`src/rtl/udphc_pkg.sv`:
```
// udphc_pkg: shared types, constants and the one's-complement adder for the
// udp header check block. No dependencies; imported by every rtl module.
`default_nettype none

package udphc_pkg;

    // header and pseudo-header sizes
    localparam int unsigned HEADER_BYTES = 8;
    localparam logic [5:0]  ADDR_LIMIT_V4 = 6'd8;
    localparam logic [5:0]  ADDR_LIMIT_V6 = 6'd32;
    localparam logic [15:0] UDP_PROTOCOL = 16'd17;
    localparam logic [15:0] SUM_GOOD = 16'hFFFF;

    // result status codes
    typedef enum logic [1:0] {
        ST_OK       = 2'd0,
        ST_SHORT    = 2'd1,
        ST_LEN_ERR  = 2'd2,
        ST_CSUM_ERR = 2'd3
    } status_t;

    // packet state handed to the judging stage on the last item
    typedef struct packed {
        logic [15:0] sum;
        logic [16:0] count;
        logic [15:0] length;
        logic [15:0] src;
        logic [15:0] dst;
        logic [15:0] csum;
    } snap_t;

    // one's-complement add with end-around carry
    function automatic logic [15:0] ones_add(input logic [15:0] a, input logic [15:0] b);
        logic [16:0] s;
        s = {1'b0, a} + {1'b0, b};
        return s[15:0] + {15'd0, s[16]};
    endfunction

endpackage

`default_nettype wire

```
`src/rtl/udphc_accum.sv`:
```
// udphc_accum: input register, running one's-complement sum, byte counters
// and header field capture. Depends on udphc_pkg.
`default_nettype none

module udphc_accum
    import udphc_pkg::*;
(
    input  wire logic        aclk,
    input  wire logic        aresetn,
    input  wire logic        s_tvalid,
    output logic             s_tready,
    input  wire logic [7:0]  s_tdata,     // [7:0] data_byte
    input  wire logic [1:0]  s_tuser,     // [0] is_address, [1] is_ipv6
    input  wire logic        s_tlast,
    output logic             snap_valid,
    input  wire logic        snap_ready,
    output snap_t            snap
);

    // input register
    logic        a_vld_reg;
    logic [7:0]  a_byte_reg;
    logic        a_addr_reg;
    logic        a_v6_reg;
    logic        a_last_reg;

    // packet state
    logic [15:0] sum_reg,    sum_next;
    logic [7:0]  held_reg,   held_next;
    logic        phase_reg,  phase_next;
    logic [16:0] count_reg,  count_next;
    logic [5:0]  addr_reg,   addr_next;
    logic [15:0] length_reg, length_next;
    logic [15:0] src_reg,    src_next;
    logic [15:0] dst_reg,    dst_next;
    logic [15:0] csum_reg,   csum_next;

    logic        a_adv;
    logic        take;
    logic [5:0]  limit;
    logic        word_en;
    logic [15:0] word;

    assign snap_valid = a_vld_reg && a_last_reg;
    assign a_adv      = a_vld_reg && (!a_last_reg || snap_ready);
    assign s_tready   = !a_vld_reg || a_adv;

    // next packet state for the item in the input register
    always_comb begin
        limit = a_v6_reg ? ADDR_LIMIT_V6 : ADDR_LIMIT_V4;
        take  = a_addr_reg ? (addr_reg < limit) : 1'b1;

        // pair bytes into words; on the last item a waiting byte pairs with zero
        word_en = 1'b0;
        word    = 16'd0;
        if (take && phase_reg) begin
            word_en = 1'b1;
            word    = {held_reg, a_byte_reg};
        end else if (take && a_last_reg) begin
            word_en = 1'b1;
            word    = {a_byte_reg, 8'd0};
        end else if (phase_reg && a_last_reg) begin
            word_en = 1'b1;
            word    = {held_reg, 8'd0};
        end
        sum_next   = word_en ? ones_add(sum_reg, word) : sum_reg;
        held_next  = (take && !phase_reg) ? a_byte_reg : held_reg;
        phase_next = take ? !phase_reg : phase_reg;

        // counters, segment count saturates at 65536
        count_next = (!a_addr_reg && !count_reg[16]) ? count_reg + 17'd1 : count_reg;
        addr_next  = (a_addr_reg && take) ? addr_reg + 6'd1 : addr_reg;

        // header field capture from segment bytes 0..7
        length_next = length_reg;
        src_next    = src_reg;
        dst_next    = dst_reg;
        csum_next   = csum_reg;
        if (!a_addr_reg && count_reg < 17'(HEADER_BYTES)) begin
            case (count_reg[2:0])
                3'd0:    src_next    = {a_byte_reg, 8'd0};
                3'd1:    src_next    = {src_reg[15:8], a_byte_reg};
                3'd2:    dst_next    = {a_byte_reg, 8'd0};
                3'd3:    dst_next    = {dst_reg[15:8], a_byte_reg};
                3'd4:    length_next = {a_byte_reg, 8'd0};
                3'd5:    length_next = {length_reg[15:8], a_byte_reg};
                3'd6:    csum_next   = {a_byte_reg, 8'd0};
                default: csum_next   = {csum_reg[15:8], a_byte_reg};
            endcase
        end

        snap.sum    = sum_next;
        snap.count  = count_next;
        snap.length = length_next;
        snap.src    = src_next;
        snap.dst    = dst_next;
        snap.csum   = csum_next;
    end

    // input register control
    always_ff @(posedge aclk) begin
        if (!aresetn) begin
            a_vld_reg <= 1'b0;
        end else if (s_tready) begin
            a_vld_reg <= s_tvalid;
        end
    end

    // input register payload
    always_ff @(posedge aclk) begin
        if (s_tvalid && s_tready) begin
            a_byte_reg <= s_tdata;
            a_addr_reg <= s_tuser[0];
            a_v6_reg   <= s_tuser[1];
            a_last_reg <= s_tlast;
        end
    end

    // packet state, cleared after the last item
    always_ff @(posedge aclk) begin
        if (!aresetn || (a_adv && a_last_reg)) begin
            sum_reg    <= '0;
            held_reg   <= '0;
            phase_reg  <= 1'b0;
            count_reg  <= '0;
            addr_reg   <= '0;
            length_reg <= '0;
            src_reg    <= '0;
            dst_reg    <= '0;
            csum_reg   <= '0;
        end else if (a_adv) begin
            sum_reg    <= sum_next;
            held_reg   <= held_next;
            phase_reg  <= phase_next;
            count_reg  <= count_next;
            addr_reg   <= addr_next;
            length_reg <= length_next;
            src_reg    <= src_next;
            dst_reg    <= dst_next;
            csum_reg   <= csum_next;
        end
    end

    // a finished packet leaves the state empty
    a_clear_after_last: assert property (@(posedge aclk) disable iff (!aresetn)
        a_adv && a_last_reg |=> count_reg == 17'd0 && !phase_reg && addr_reg == 6'd0)
        else $error("packet state not cleared after last item");

    // address bytes never exceed the ipv6 pseudo-header size
    a_addr_bound: assert property (@(posedge aclk) disable iff (!aresetn)
        addr_reg <= ADDR_LIMIT_V6)
        else $error("address byte count beyond limit");

endmodule

`default_nettype wire

```
`src/rtl/udphc_judge.sv`:
```
// udphc_judge: end-of-packet register, pseudo-header completion, judgement
// and the result output register. Depends on udphc_pkg.
`default_nettype none

module udphc_judge
    import udphc_pkg::*;
(
    input  wire logic        aclk,
    input  wire logic        aresetn,
    input  wire logic        snap_valid,
    output logic             snap_ready,
    input  wire snap_t       snap,
    input  wire logic        csum_en,
    output logic             m_tvalid,
    input  wire logic        m_tready,
    output logic [47:0]      m_tdata,   // [15:0] source_port, [31:16] dest_port,
                                        // [47:32] payload_length
    output logic [2:0]       m_tuser    // [1:0] status, [2] checksum_checked
);

    logic        c_vld_reg;
    snap_t       c_reg;
    logic        m_vld_reg;
    logic [47:0] m_data_reg, m_data_next;
    logic [2:0]  m_user_reg, m_user_next;

    logic        c_go;
    logic [17:0] total;
    logic [16:0] fold1;
    logic [15:0] fold2;
    logic        verify;
    status_t     status;

    assign c_go       = c_vld_reg && (!m_vld_reg || m_tready);
    assign snap_ready = !c_vld_reg || c_go;
    assign m_tvalid   = m_vld_reg;
    assign m_tdata    = m_data_reg;
    assign m_tuser    = m_user_reg;

    // add protocol and received length, then judge
    always_comb begin
        total  = {2'd0, c_reg.sum} + {2'd0, UDP_PROTOCOL} + {2'd0, c_reg.count[15:0]};
        fold1  = {1'b0, total[15:0]} + {15'd0, total[17:16]};
        fold2  = fold1[15:0] + {15'd0, fold1[16]};
        verify = 1'b0;
        m_data_next = '0;
        if (c_reg.count < 17'(HEADER_BYTES)) begin
            status = ST_SHORT;
        end else if (c_reg.count[16] || {1'b0, c_reg.length} > c_reg.count ||
                     c_reg.length < 16'(HEADER_BYTES)) begin
            status = ST_LEN_ERR;
        end else begin
            verify = csum_en && (c_reg.csum != 16'd0);
            if (verify && fold2 != SUM_GOOD) begin
                status = ST_CSUM_ERR;
            end else begin
                status = ST_OK;
                m_data_next = {c_reg.length - 16'(HEADER_BYTES), c_reg.dst, c_reg.src};
            end
        end
        m_user_next = {verify, status};
    end

    // end-of-packet register control
    always_ff @(posedge aclk) begin
        if (!aresetn) begin
            c_vld_reg <= 1'b0;
        end else if (snap_ready) begin
            c_vld_reg <= snap_valid;
        end
    end

    always_ff @(posedge aclk) begin
        if (snap_valid && snap_ready) begin
            c_reg <= snap;
        end
    end

    // result register
    always_ff @(posedge aclk) begin
        if (!aresetn) begin
            m_vld_reg <= 1'b0;
        end else if (!m_vld_reg || m_tready) begin
            m_vld_reg <= c_vld_reg;
        end
    end

    always_ff @(posedge aclk) begin
        if (c_go) begin
            m_data_reg <= m_data_next;
            m_user_reg <= m_user_next;
        end
    end

    // fields other than status are zero on a failed packet
    j_zero_on_fail: assert property (@(posedge aclk) disable iff (!aresetn)
        m_vld_reg && m_user_reg[1:0] != ST_OK |-> m_data_reg == 48'd0)
        else $error("result fields set on failed packet");

    // checksum only marked checked for ok or checksum error
    j_checked_status: assert property (@(posedge aclk) disable iff (!aresetn)
        m_vld_reg && m_user_reg[2] |-> m_user_reg[1:0] == ST_OK ||
            m_user_reg[1:0] == ST_CSUM_ERR)
        else $error("checked flag with wrong status");

    // a waiting end-of-packet entry is not dropped
    j_hold_pending: assert property (@(posedge aclk) disable iff (!aresetn)
        c_vld_reg && !c_go |=> c_vld_reg)
        else $error("pending packet lost");

    // ok results carry a payload length within range
    j_plen_range: assert property (@(posedge aclk) disable iff (!aresetn)
        m_vld_reg && m_user_reg[1:0] == ST_OK |-> m_data_reg[47:32] <= 16'd65527)
        else $error("payload length out of range");

endmodule

`default_nettype wire

```
`src/rtl/udp_header_check_and_strip.sv`:
```
// udp_header_check_and_strip: top level, configuration register and the two
// pipeline parts. Depends on udphc_pkg, udphc_accum and udphc_judge.
//
// Usage:
//   s_ channel carries one byte per item: pseudo-header address bytes
//   (source then destination) followed by the udp segment bytes, s_tlast on
//   the final byte. s_tuser[0] marks an address byte, s_tuser[1] an ipv6
//   packet. One result item leaves on m_ for each packet, after its last
//   byte: status and checked flag in m_tuser, ports and payload length in
//   m_tdata (zero unless the status is ok).
//   cfg_valid/cfg_data write checksum_enable; cfg_ready is always high.
// Throughput: one byte per cycle while m_tready is high, with no gaps between packets.
// Path: after the last byte is accepted, the result passes through the input
//   register, then the end-of-packet register, then the result register.
// Reset: aresetn low clears the packet state, empties the pipeline and sets
//   checksum_enable to 1.
// Stall: when m_tready is low the result holds; the block keeps taking bytes
//   until the end-of-packet register and input register fill, then drops
//   s_tready.
`default_nettype none

module udp_header_check_and_strip
    import udphc_pkg::*;
(
    input  wire logic        aclk,
    input  wire logic        aresetn,
    input  wire logic        s_tvalid,
    output logic             s_tready,
    input  wire logic [7:0]  s_tdata,   // [7:0] data_byte
    input  wire logic [1:0]  s_tuser,   // [0] is_address, [1] is_ipv6
    input  wire logic        s_tlast,
    output logic             m_tvalid,
    input  wire logic        m_tready,
    output logic [47:0]      m_tdata,   // [15:0] source_port, [31:16] dest_port,
                                        // [47:32] payload_length
    output logic [2:0]       m_tuser,   // [1:0] status, [2] checksum_checked
    input  wire logic        cfg_valid,
    output logic             cfg_ready,
    input  wire logic        cfg_data   // checksum_enable
);

    logic  csum_en_reg;
    logic  snap_valid;
    logic  snap_ready;
    snap_t snap;

    assign cfg_ready = 1'b1;

    // checksum enable register
    always_ff @(posedge aclk) begin
        if (!aresetn) begin
            csum_en_reg <= 1'b1;
        end else if (cfg_valid && cfg_ready) begin
            csum_en_reg <= cfg_data;
        end
    end

    udphc_accum u_accum (
        .aclk       (aclk),
        .aresetn    (aresetn),
        .s_tvalid   (s_tvalid),
        .s_tready   (s_tready),
        .s_tdata    (s_tdata),
        .s_tuser    (s_tuser),
        .s_tlast    (s_tlast),
        .snap_valid (snap_valid),
        .snap_ready (snap_ready),
        .snap       (snap)
    );

    udphc_judge u_judge (
        .aclk       (aclk),
        .aresetn    (aresetn),
        .snap_valid (snap_valid),
        .snap_ready (snap_ready),
        .snap       (snap),
        .csum_en    (csum_en_reg),
        .m_tvalid   (m_tvalid),
        .m_tready   (m_tready),
        .m_tdata    (m_tdata),
        .m_tuser    (m_tuser)
    );

endmodule

`default_nettype wire
```
`config.mk`:
```
export PLATFORM = sky130hd
export DESIGN_NAME = udp_header_check_and_strip
export DESIGN_NICKNAME = d
export VERILOG_FILES = /design/src/rtl/udphc_pkg.sv /design/src/rtl/udphc_accum.sv /design/src/rtl/udphc_judge.sv /design/src/rtl/udp_header_check_and_strip.sv
export SDC_FILE = /design/constraint.sdc
export NUM_CORES = 1
export LEC_CHECK = 0
export BUFFER_PORTS_ARGS = -buffer_cell sky130_fd_sc_hd__buf_4
export CORE_UTILIZATION = 60
export DETAILED_ROUTE_END_ITERATION = 16
export GPL_TIMING_DRIVEN = 0
export MAX_ROUTING_LAYER = met4
export PLACE_DENSITY = 0.8
export SETUP_SLACK_MARGIN = 0.4
export SLEW_MARGIN = 20
export SYNTH_ARGS = -nofsm -noshare
export SYNTH_HDL_FRONTEND = slang
export SYNTH_SLANG_ARGS = --single-unit
```
`constraint.sdc`:
```
create_clock -name aclk -period 16.3 [get_ports aclk]
set_input_delay 0 -clock aclk [delete_from_list [all_inputs] [get_ports aclk]]
set_output_delay 0 -clock aclk [all_outputs]
set_load 0.01 [all_outputs]
```
==> results of run 1 <==
==> layer usage <==
layer / track usage, % / vias up
met3: 5.27 / 91
met5: - / -
met2: 44.9 / 464
li1: - / 5240
met4: 9.76 / 0
met1: 36.7 / 5158
==> worst register-to-register path: cells and delay by family (launching register included) <==
family	cells	cell delay, ps
AND/OR/NAND/NOR	7	1410
buffers and inverters	4	650
XOR/XNOR	2	330
AO/OA/AOI/OAI	13	2860
flip-flops	1	490
adder cells (fa/ha/maj)	6	1520
==> final cells by class <==
type | count | area, sq um
Multi-Input combinational cell | 1010 | 6400
Timing Repair Buffer | 89 | 776
Buffer | 65 | 269
Inverter | 42 | 158
Clock buffer | 36 | 759
Clock inverter | 12 | 68.8
Tap cell | 285 | 357
Sequential cell | 275 | 7100
Fill cell | 1678 | 6830
==> cells by family (layout without fill, tap and decap cells) <==
family,count (synthesis),count (layout),share of synthesized area [%]
AO/OA/AOI/OAI,306,306,15.2
XOR/XNOR,92,92,5.80
adder cells (fa/ha/maj),66,66,6.10
buffers and inverters,107,244,3.07
flip-flops,275,275,51.1
multiplexers,11,11,0.792
other,1,1,0.0270
AND/OR/NAND/NOR,534,534,17.9
==> layout by cell type, fill, tap and decap left out, types with 15 or more instances in the layout <==
| cell type | n |
|---|---|
| sky130_fd_sc_hd__a22o_1 | 72 |
| sky130_fd_sc_hd__xor2_1 | 43 |
| sky130_fd_sc_hd__buf_4 | 70 |
| sky130_fd_sc_hd__nor2_1 | 92 |
| sky130_fd_sc_hd__and2_1 | 18 |
| sky130_fd_sc_hd__edfxtp_1 | 159 |
| sky130_fd_sc_hd__a21o_1 | 19 |
| sky130_fd_sc_hd__o21ai_0 | 35 |
| sky130_fd_sc_hd__clkbuf_1 | 56 |
| sky130_fd_sc_hd__xnor2_1 | 49 |
| sky130_fd_sc_hd__nand3_1 | 22 |
| sky130_fd_sc_hd__ha_1 | 63 |
| sky130_fd_sc_hd__and3_1 | 28 |
| sky130_fd_sc_hd__clkbuf_16 | 27 |
| sky130_fd_sc_hd__inv_1 | 42 |
| sky130_fd_sc_hd__dfxtp_1 | 116 |
| sky130_fd_sc_hd__nand4_1 | 15 |
| sky130_fd_sc_hd__dlygate4sd3_1 | 15 |
| sky130_fd_sc_hd__nor3_1 | 26 |
| sky130_fd_sc_hd__nand2_1 | 261 |
| sky130_fd_sc_hd__nor4_1 | 18 |
| sky130_fd_sc_hd__a21oi_1 | 106 |
==> per-stage QoR <==
step | area, sq um | total power [mW] | worst slack [ps] | std cells
after floorplan | 13900 | 0.903 | 10000 | 1392
after global placement | 14800 | 0.952 | 9140 | 1746
after detailed placement | 14900 | 0.959 | 8970 | 1751
after CTS | 15900 | 1.53 | 8910 | 1814
after global routing | 15900 | 1.58 | 8450 | 1814
final | 15900 | 1.53 | 8910 | 1814
==> where the power goes <==
| group | total, mW | leakage (nW) | switching [mW] | internal (mW) |
|---|---|---|---|---|
| clock | 0.582 | 0.418 | 0.255 | 0.327 |
| sequential | 0.770 | 2.35 | 0.0180 | 0.753 |
| combinational | 0.180 | 3.20 | 0.113 | 0.0671 |
==> path summary, 6_finish.rpt <==
path,start,to,slack (ps),depth (start not counted)
min reg2reg,u_accum.src_reg[7],u_accum.src_reg[7],450,2
max reg2reg,u_judge.c_reg[81],u_judge.m_tdata[26],8910,32
max,u_judge.c_reg[81],u_judge.m_tdata[26],8910,32
min,s_tdata[7],u_accum.a_byte_reg[7],190,2
==> flow_metrics.py, run 1 <==
metrics = {
    "final_layout": {
        "n_antenna_cell": 0,
        "largest_reg_flops": 97,
        "drive_above_1_share_pct": 9.88,
        "nets": 1592,
        "postLayoutCoreUtil_pct": 69.9,
        "synthToLayoutAreaGrowth_pct": 14.3,
    },
    "run_status": {
        "run_status": "finished clean",
    },
    "global_route": {
        "grt_max_degree": 34,
        "initial_antenna_violation_count": 1,
        "gr-total-overflow": 0,
        "wire_length_of_the_first_global_routing_pass_um": 51300,
        "via_count_of_the_first_global_routing_pass": 10100,
        "grt.total_usage_pct": 28.4,
    },
    "placed_design": {
        "port-buffer-count": 69,
        "place_hpwl_um": 23900,
        "gpl.final_weighted_congestion": 0.879,
    },
    "critical_path": {
        "cp_data_arrival_time_ps": 7780,
        "crit_fanout": 10,
        "cp_common_cell": "sky130_fd_sc_hd__ha_1",
        "critical_path_class": "reg2reg",
        "crit_path_max_incr_delay_ps": 570,
        "critPathCaptureType": "register",
        "start_kind": "register",
        "critical_path.n_buffers_inverters": 4,
        "crit_required_ps": 16690,
        "critical-path-slowest-cell": "sky130_fd_sc_hd__or4_1",
        "cp_delay_by_family_top": "compound AO/OA/AOI/OAI gates",
    },
    "sta": {
        "setup_violations_final": 0,
        "final.setup_skew_ps": 9.06,
        "finalSetupTns_ps": 0,
        "timing.fmax_mhz": 135,
        "worst_slew_pin_slew_ps": 915,
        "rsz_0062_raised_after_global_routing": "no",
        "timing_max_transition_violations_final": 0,
        "whs_ps": 187,
        "finalHoldViolations": 0,
        "period_needed_ps": 7390,
        "share_of_the_clock_period_used_by_the_worst_path_pct": 45.3,
        "worst_slew_margin_rel_pct": 38.5,
    },
    "synth": {
        "yosys_warnings": 0,
        "dominantRegCellSynth": "sky130_fd_sc_hd__edfxtp_1",
        "seq_area_frac_synth_pct": 51.1,
        "post-synth-top-count-cell": "sky130_fd_sc_hd__nand2_1",
        "netlist.area_leader.share_pct": 34.4,
        "yosys-top-cells-count": "sky130_fd_sc_hd__nand2_1, sky130_fd_sc_hd__edfxtp_1, sky130_fd_sc_hd__dfxtp_1",
        "synth.cell_area_sq_um": 13900,
        "synthArstFlopShare_pct": 0,
        "synth_largest_area_cell": "sky130_fd_sc_hd__edfxtp_1",
        "number_of_standard_cells_after_synthesis": 1392,
        "synthDistinctLibCells": 70,
        "netlist_top_cells_area": "sky130_fd_sc_hd__edfxtp_1, sky130_fd_sc_hd__dfxtp_1, sky130_fd_sc_hd__nand2_1, sky130_fd_sc_hd__ha_1, sky130_fd_sc_hd__a22o_1",
        "number_of_enable_type_register_cells_in_the_synthesized_netlist": 159,
        "synth_fp_nets": 1475,
        "synth.avg_cell_area_sq_um": 9.98,
        "synthesized_flop_and_latch_total": 275,
    },
    "clock_tree": {
        "cts_num_sinks": 275,
        "post_cts.repair.setup_buffers": 0,
        "tritoncts_clock_tree": "built",
        "cts.clk_slew.worst_paths_ps": 70,
        "clock_latency_ps": 530,
        "root_buffer": "sky130_fd_sc_hd__clkbuf_16",
        "post_cts_hold_buffer_count": 15,
        "clockBufferDepth": 3,
        "cts_made_buffers": 26,
        "clock_tree.htree_level_count": 1,
        "post_cts_repair_resize_count": 0,
    },
    "die": {
        "design.core.area_sq_um": 22700,
        "io-pin-count": 71,
        "floorplan.die_area_sq_um": 23800,
        "initial_utilization_pct": 61.2,
        "fp-row-count": 55,
        "dieWidth_um": 154,
        "die_height_um": 154,
    },
    "drt": {
        "met2WireLength_um": 15200,
        "final_antenna_net_count": 0,
        "top_signal_layer_used": "met4",
        "route.vias.total": 11000,
        "drc": 0,
        "wl_met1_um": 13800,
        "viasPerCell": 6.04,
        "drt_pre_antenna_iters": 6,
        "finalWirelength_um": 32900,
        "detail_route.wl_per_cell_um": 18.1,
        "dr_wl_met3_um": 2780,
        "initialDrtViolationCount": 770,
    },
    "pwr": {
        "total_leakage_power_nw": 5.97,
        "worst_ir_drop_on_vdd_mv": 0.0789,
        "p_per_area_nw_per_um2": 96.5,
    },
    "min_path": {
        "hp-class": "in2reg",
    },
    "run": {
        "max_cap_viol_count": 0,
    },
}
Note: power is estimated with default switching activity, not from simulation.
==> inputs of run 2 (changes only) <==
==> constraint.sdc (replaced) <==
create_clock -name aclk -period 7.6 [get_ports aclk]
set_input_delay 0 -clock aclk [delete_from_list [all_inputs] [get_ports aclk]]
set_output_delay 0 -clock aclk [all_outputs]
set_load 0.01 [all_outputs]
==> run 2 against run 1 <==
Net effect: sequential share of layout area fell by 0.22 points; global-route usage hardly changed; total power is 110% higher; cell count is 0.17% higher; non-clock buffer count increased by 3; sequential power up 110%; die area unchanged.
==> flow_metrics.py, run 2 (synthesis gave the netlist of run 1 again) <==
metrics = {
    "global_route": {
        "grt.total_usage_pct": 28.4,
        "grt_max_degree": 34,
        "gr-total-overflow": 0,
        "wire_length_of_the_first_global_routing_pass_um": 51300,
        "initial_antenna_violation_count": 1,
        "via_count_of_the_first_global_routing_pass": 10100,
    },
    "die": {
        "design.core.area_sq_um": 22700,
        "dieWidth_um": 154,
        "die_height_um": 154,
        "io-pin-count": 71,
        "floorplan.die_area_sq_um": 23800,
        "fp-row-count": 55,
        "initial_utilization_pct": 61.2,
    },
    "critical_path": {
        "cp_common_cell": "sky130_fd_sc_hd__ha_1",
        "cp_data_arrival_time_ps": 7260,
        "start_kind": "register",
        "regToRegEndpoint": "u_judge.m_tdata[44]",
        "crit_required_ps": 7950,
        "r2r-start": "u_judge.c_reg[81]",
        "critical_path_start": "u_judge.c_reg[81]",
        "critical_path.n_buffers_inverters": 2,
        "reg2reg_slack_ps": 690,
        "cp_delay_by_family_top": "compound AO/OA/AOI/OAI gates",
        "critical-path-slowest-cell": "sky130_fd_sc_hd__or4_4",
        "critical_path_class": "reg2reg",
        "worst_r2r_path_cells": 30,
        "critPathCaptureType": "register",
        "crit_fanout": 10,
        "crit_path_max_incr_delay_ps": 560,
    },
    "placed_design": {
        "gpl.final_weighted_congestion": 0.879,
        "port-buffer-count": 69,
        "place_hpwl_um": 23900,
    },
    "drt": {
        "viasPerCell": 6.02,
        "initialDrtViolationCount": 823,
        "final_antenna_net_count": 0,
        "route.vias.total": 10900,
        "finalWirelength_um": 33200,
        "drc": 0,
        "detail_route.wl_per_cell_um": 18.3,
        "drt_pre_antenna_iters": 5,
    },
    "clock_tree": {
        "cts_made_buffers": 26,
        "clock_tree.htree_level_count": 1,
        "clock_latency_ps": 520,
        "clockBufferDepth": 3,
        "root_buffer": "sky130_fd_sc_hd__clkbuf_16",
        "cts.clk_slew.worst_paths_ps": 60,
        "tritoncts_clock_tree": "built",
        "cts_num_sinks": 275,
    },
    "pwr": {
        "p_per_area_nw_per_um2": 206,
        "total_leakage_power_nw": 5.99,
        "worst_ir_drop_on_vdd_mv": 0.168,
        "total_power_mw": 3.30,
    },
    "final_layout": {
        "largest_reg_flops": 97,
        "final_cell_mix": "sky130_fd_sc_hd__nand2_1, sky130_fd_sc_hd__edfxtp_1, sky130_fd_sc_hd__dfxtp_1, sky130_fd_sc_hd__a21oi_1, sky130_fd_sc_hd__nor2_1",
        "mostFrequentLayoutCell": "sky130_fd_sc_hd__nand2_1",
        "nets": 1595,
        "synthToLayoutAreaGrowth_pct": 14.9,
        "postLayoutCoreUtil_pct": 70.3,
        "n_antenna_cell": 0,
        "fill_count": 1668,
        "drive_above_1_share_pct": 11.0,
    },
    "sta": {
        "period_needed_ps": 6910,
        "timing.fmax_mhz": 145,
        "finalSetupTns_ps": 0,
        "share_of_the_clock_period_used_by_the_worst_path_pct": 90.9,
        "finalHoldViolations": 0,
        "final.setup_skew_ps": 11.1,
        "worst_slew_pin_slew_ps": 893,
        "whs_ps": 191,
        "timing_max_transition_violations_final": 0,
        "setup_violations_final": 0,
        "worst_slew_margin_rel_pct": 40.0,
        "rsz_0062_raised_after_global_routing": "no",
    },
    "run_status": {
        "run_status": "finished clean",
    },
    "min_path": {
        "hp-class": "in2reg",
        "min-delay-start": "s_tdata[7]",
        "hold_path_depth": 2,
        "min_delay_worst_endpoint": "u_accum.a_byte_reg[7]",
    },
    "run": {
        "max_cap_viol_count": 0,
    },
}
-- run 2: cell type report --
cell class	count	area (sq um)	share of cell area, %
buffer	65	273	1.71
clock buffer	36	759	4.76
clock inverter	12	68.8	0.431
inverter	42	158	0.988
multi-input combinational	1010	6450	40.4
sequential	275	7100	44.5
tap	285	357	2.23
timing repair buffer	92	798	5.00
-- run 2: report_power, final --
group | switching, mW | leakage, nW | internal (mW)
registers | 0.0385 | 2.35 | 1.61
clock network | 0.547 | 0.418 | 0.701
logic | 0.248 | 3.22 | 0.147
-- run 2: layer usage --
metal	GRT usage, %	vias to the layer above	routed length (um)
met3	5.35	91	2570
met4	9.86	0	1070
met1	36.7	5166	14000
met5	-	-	0
met2	44.9	446	15600
li1	-	5242	-
-- run 2: timing repair --
action	in CTS	in global routing
setup endpoints to repair	49	49
hold buffers	15	0
gates cloned	0	0
gates resized for setup	2	17
setup buffers	1	2
pin swaps	0	3
hold endpoints to repair	15	0
-- run 2: worst reg2reg max path: cells and delay by family (launching register included) --
| family | cells | cell delay (ps) |
|---|---|---|
| flip-flops | 1 | 440 |
| buffers and inverters | 2 | 330 |
| adder cells (fa/ha/maj) | 6 | 1490 |
| AO/OA/AOI/OAI | 14 | 2810 |
| XOR/XNOR | 2 | 340 |
| AND/OR/NAND/NOR | 6 | 1330 |
-- run 2: worst max path at each step --
stage	end	slack, ps	depth (start not counted)
2_1_floorplan	u_judge.m_tuser[1]	1300	31
3_3_place_gp	u_judge.m_tdata[23]	440	31
3_5_place_dp	u_judge.m_tdata[44]	270	31
4_1_cts	u_judge.m_tdata[44]	460	31
5_1_grt	u_judge.m_tdata[45]	300	30
6_report	u_judge.m_tdata[44]	690	30
-- run 2: per-stage QoR --
step	cells	cell area, sq um	setup WS, ps
after floorplan	1392	13900	1300
after global placement	1746	14800	440
after detailed placement	1751	14900	269
after CTS	1815	15900	458
after global routing	1817	16000	303
final	1817	16000	688
==> inputs of run 3 (changes only) <==
--- a/config.mk
+++ b/config.mk
@@ -6,6 +6,7 @@
 export NUM_CORES = 1
 export LEC_CHECK = 0
 export BUFFER_PORTS_ARGS = -buffer_cell sky130_fd_sc_hd__buf_4
+export CORE_ASPECT_RATIO = 0.5
 export CORE_UTILIZATION = 60
 export DETAILED_ROUTE_END_ITERATION = 16
 export GPL_TIMING_DRIVEN = 0
==> run 3 against run 2 <==
Net effect: worst setup slack got worse by 75 ps; critical path depth rose by 1; highest routed layer unchanged; total power rose by 2.7%; critical path type unchanged; critical endpoint unchanged; hold slack got worse by 13 ps.
==> flow_metrics.py, run 3 (synthesis gave the netlist of run 1 again) <==
metrics = {
    "placed_design": {
        "dpl_cell_area_sq_um": 14900,
        "port-buffer-count": 69,
        "place_hpwl_um": 26600,
        "gpl.final_weighted_congestion": 0.948,
        "dp.cells": 1765,
    },
    "pwr": {
        "worst_ir_drop_on_vdd_mv": 0.177,
        "total_leakage_power_nw": 6.05,
        "total_power_mw": 3.38,
        "p_per_area_nw_per_um2": 210,
    },
    "sta": {
        "worst_slew_margin_rel_pct": 35.3,
        "rsz_0062_raised_after_global_routing": "no",
        "worst_slew_pin_slew_ps": 956,
        "final.setup_skew_ps": 14.7,
        "finalSetupTns_ps": 0,
        "finalHoldViolations": 0,
        "timing_max_transition_violations_final": 0,
        "setup_violations_final": 0,
        "share_of_the_clock_period_used_by_the_worst_path_pct": 91.9,
        "timing.fmax_mhz": 143,
        "whs_ps": 178,
        "period_needed_ps": 6990,
    },
    "global_route": {
        "grt.total_usage_pct": 31.4,
        "initial_antenna_violation_count": 1,
        "gr-total-overflow": 0,
        "grt_max_degree": 32,
        "wire_length_of_the_first_global_routing_pass_um": 55700,
        "via_count_of_the_first_global_routing_pass": 10600,
    },
    "clock_tree": {
        "root_buffer": "sky130_fd_sc_hd__clkbuf_16",
        "tritoncts_clock_tree": "built",
        "cts_num_sinks": 275,
        "clock_latency_ps": 550,
        "cts.clk_slew.worst_paths_ps": 60,
        "clockBufferDepth": 3,
        "cts_made_buffers": 25,
        "clock_tree.htree_level_count": 1,
    },
    "drt": {
        "initialDrtViolationCount": 1303,
        "detail_route.wl_per_cell_um": 19.9,
        "drc": 0,
        "route.vias.total": 11300,
        "viasPerCell": 6.16,
        "final_antenna_net_count": 0,
        "finalWirelength_um": 36600,
        "drt_pre_antenna_iters": 7,
    },
    "final_layout": {
        "instances_no_fill": 1838,
        "synthToLayoutAreaGrowth_pct": 16.2,
        "final_cell_mix": "sky130_fd_sc_hd__nand2_1, sky130_fd_sc_hd__edfxtp_1, sky130_fd_sc_hd__dfxtp_1, sky130_fd_sc_hd__a21oi_1, sky130_fd_sc_hd__nor2_1",
        "largest_reg_flops": 97,
        "drive_above_1_share_pct": 12.6,
        "nets": 1601,
        "design_area_sq_um": 16100,
        "fill_count": 1544,
        "mostFrequentLayoutCell": "sky130_fd_sc_hd__nand2_1",
    },
    "run": {
        "max_cap_viol_count": 0,
    },
    "min_path": {
        "hp-class": "in2reg",
    },
    "critical_path": {
        "critPathCaptureType": "register",
        "crit_path_max_incr_delay_ps": 480,
        "critical-path-slowest-cell": "sky130_fd_sc_hd__edfxtp_1",
        "cp_common_cell": "sky130_fd_sc_hd__ha_2",
        "cp_data_arrival_time_ps": 7360,
        "crit_required_ps": 7970,
        "critical_path_class": "reg2reg",
        "crit_fanout": 10,
        "start_kind": "register",
    },
    "run_status": {
        "run_status": "finished clean",
    },
    "die": {
        "design.core.area_sq_um": 22200,
        "dieWidth_um": 217,
        "die_height_um": 110,
        "fp-row-count": 38,
        "initial_utilization_pct": 62.6,
        "io-pin-count": 71,
        "floorplan.die_area_sq_um": 23800,
    },
}
-- run 3: power breakdown --
group | switching [mW] | internal [mW] | leakage (nW) | total, mW
registers | 0.0447 | 1.61 | 2.35 | 1.66
clock network | 0.569 | 0.752 | 0.428 | 1.32
logic | 0.254 | 0.150 | 3.27 | 0.405
-- run 3: worst max-delay path: cells and delay by family, from the launching register on --
| family | cells | cell delay, ps |
|---|---|---|
| AOI/OAI and AO/OA | 13 | 2480 |
| xor gates and xnor gates | 2 | 390 |
| adders and majority gates | 6 | 1540 |
| buffers and inverters | 3 | 450 |
| DFF | 1 | 480 |
| and+or+nand+nor | 7 | 1470 |
-- run 3: path summary, 6_finish.rpt --
| kind | startpoint | to | slack, ps | cells past startpoint |
|---|---|---|---|---|
| setup / recovery | u_judge.c_reg[82] | u_judge.m_tdata[44] | 610 | 31 |
| hold / removal | s_tuser[1] | u_accum.a_v6_reg | 180 | 2 |
| setup reg to reg | u_judge.c_reg[82] | u_judge.m_tdata[44] | 610 | 31 |
| hold reg to reg | u_accum.length_reg[8] | u_accum.length_reg[8] | 460 | 2 |
-- run 3: stage by stage --
step | util, % | worst slack, ps
final | 72.7 | 613
after global routing | 72.7 | 261
after CTS | 71.8 | 410
after detailed placement | 67.1 | -13.2
after global placement | 66.6 | 275
after floorplan | - | 1300
-- run 3: area by class of cell --
| cell class | instances | area, sq um | area share [%] |
|---|---|---|---|
| Inverter | 42 | 158 | 0.976 |
| Clock buffer | 32 | 692 | 4.29 |
| Timing Repair Buffer | 99 | 828 | 5.13 |
| Sequential cell | 275 | 7100 | 44.0 |
| Buffer | 65 | 274 | 1.70 |
| Clock inverter | 14 | 163 | 1.01 |
| Antenna cell | 1 | 2.50 | 0.0155 |
| Tap cell | 300 | 375 | 2.32 |
| Multi-Input combinational cell | 1010 | 6560 | 40.6 |
-- run 3: layer usage --
metal  share of wire [%]  GRT usage, %
met5                   0             -
met4                 2.5          8.55
met3                 9.2          6.06
met2                  46          49.8
met1                  43          41.6
-- run 3: repair_timing --
action	4_1_cts	5_1_grt
hold buffers	15	0
cloned	0	1
endpoints found under the hold margin	15	0
pin swaps	5	14
setup buffers	4	6
endpoints found under the setup margin	49	50
gates resized for setup	8	36
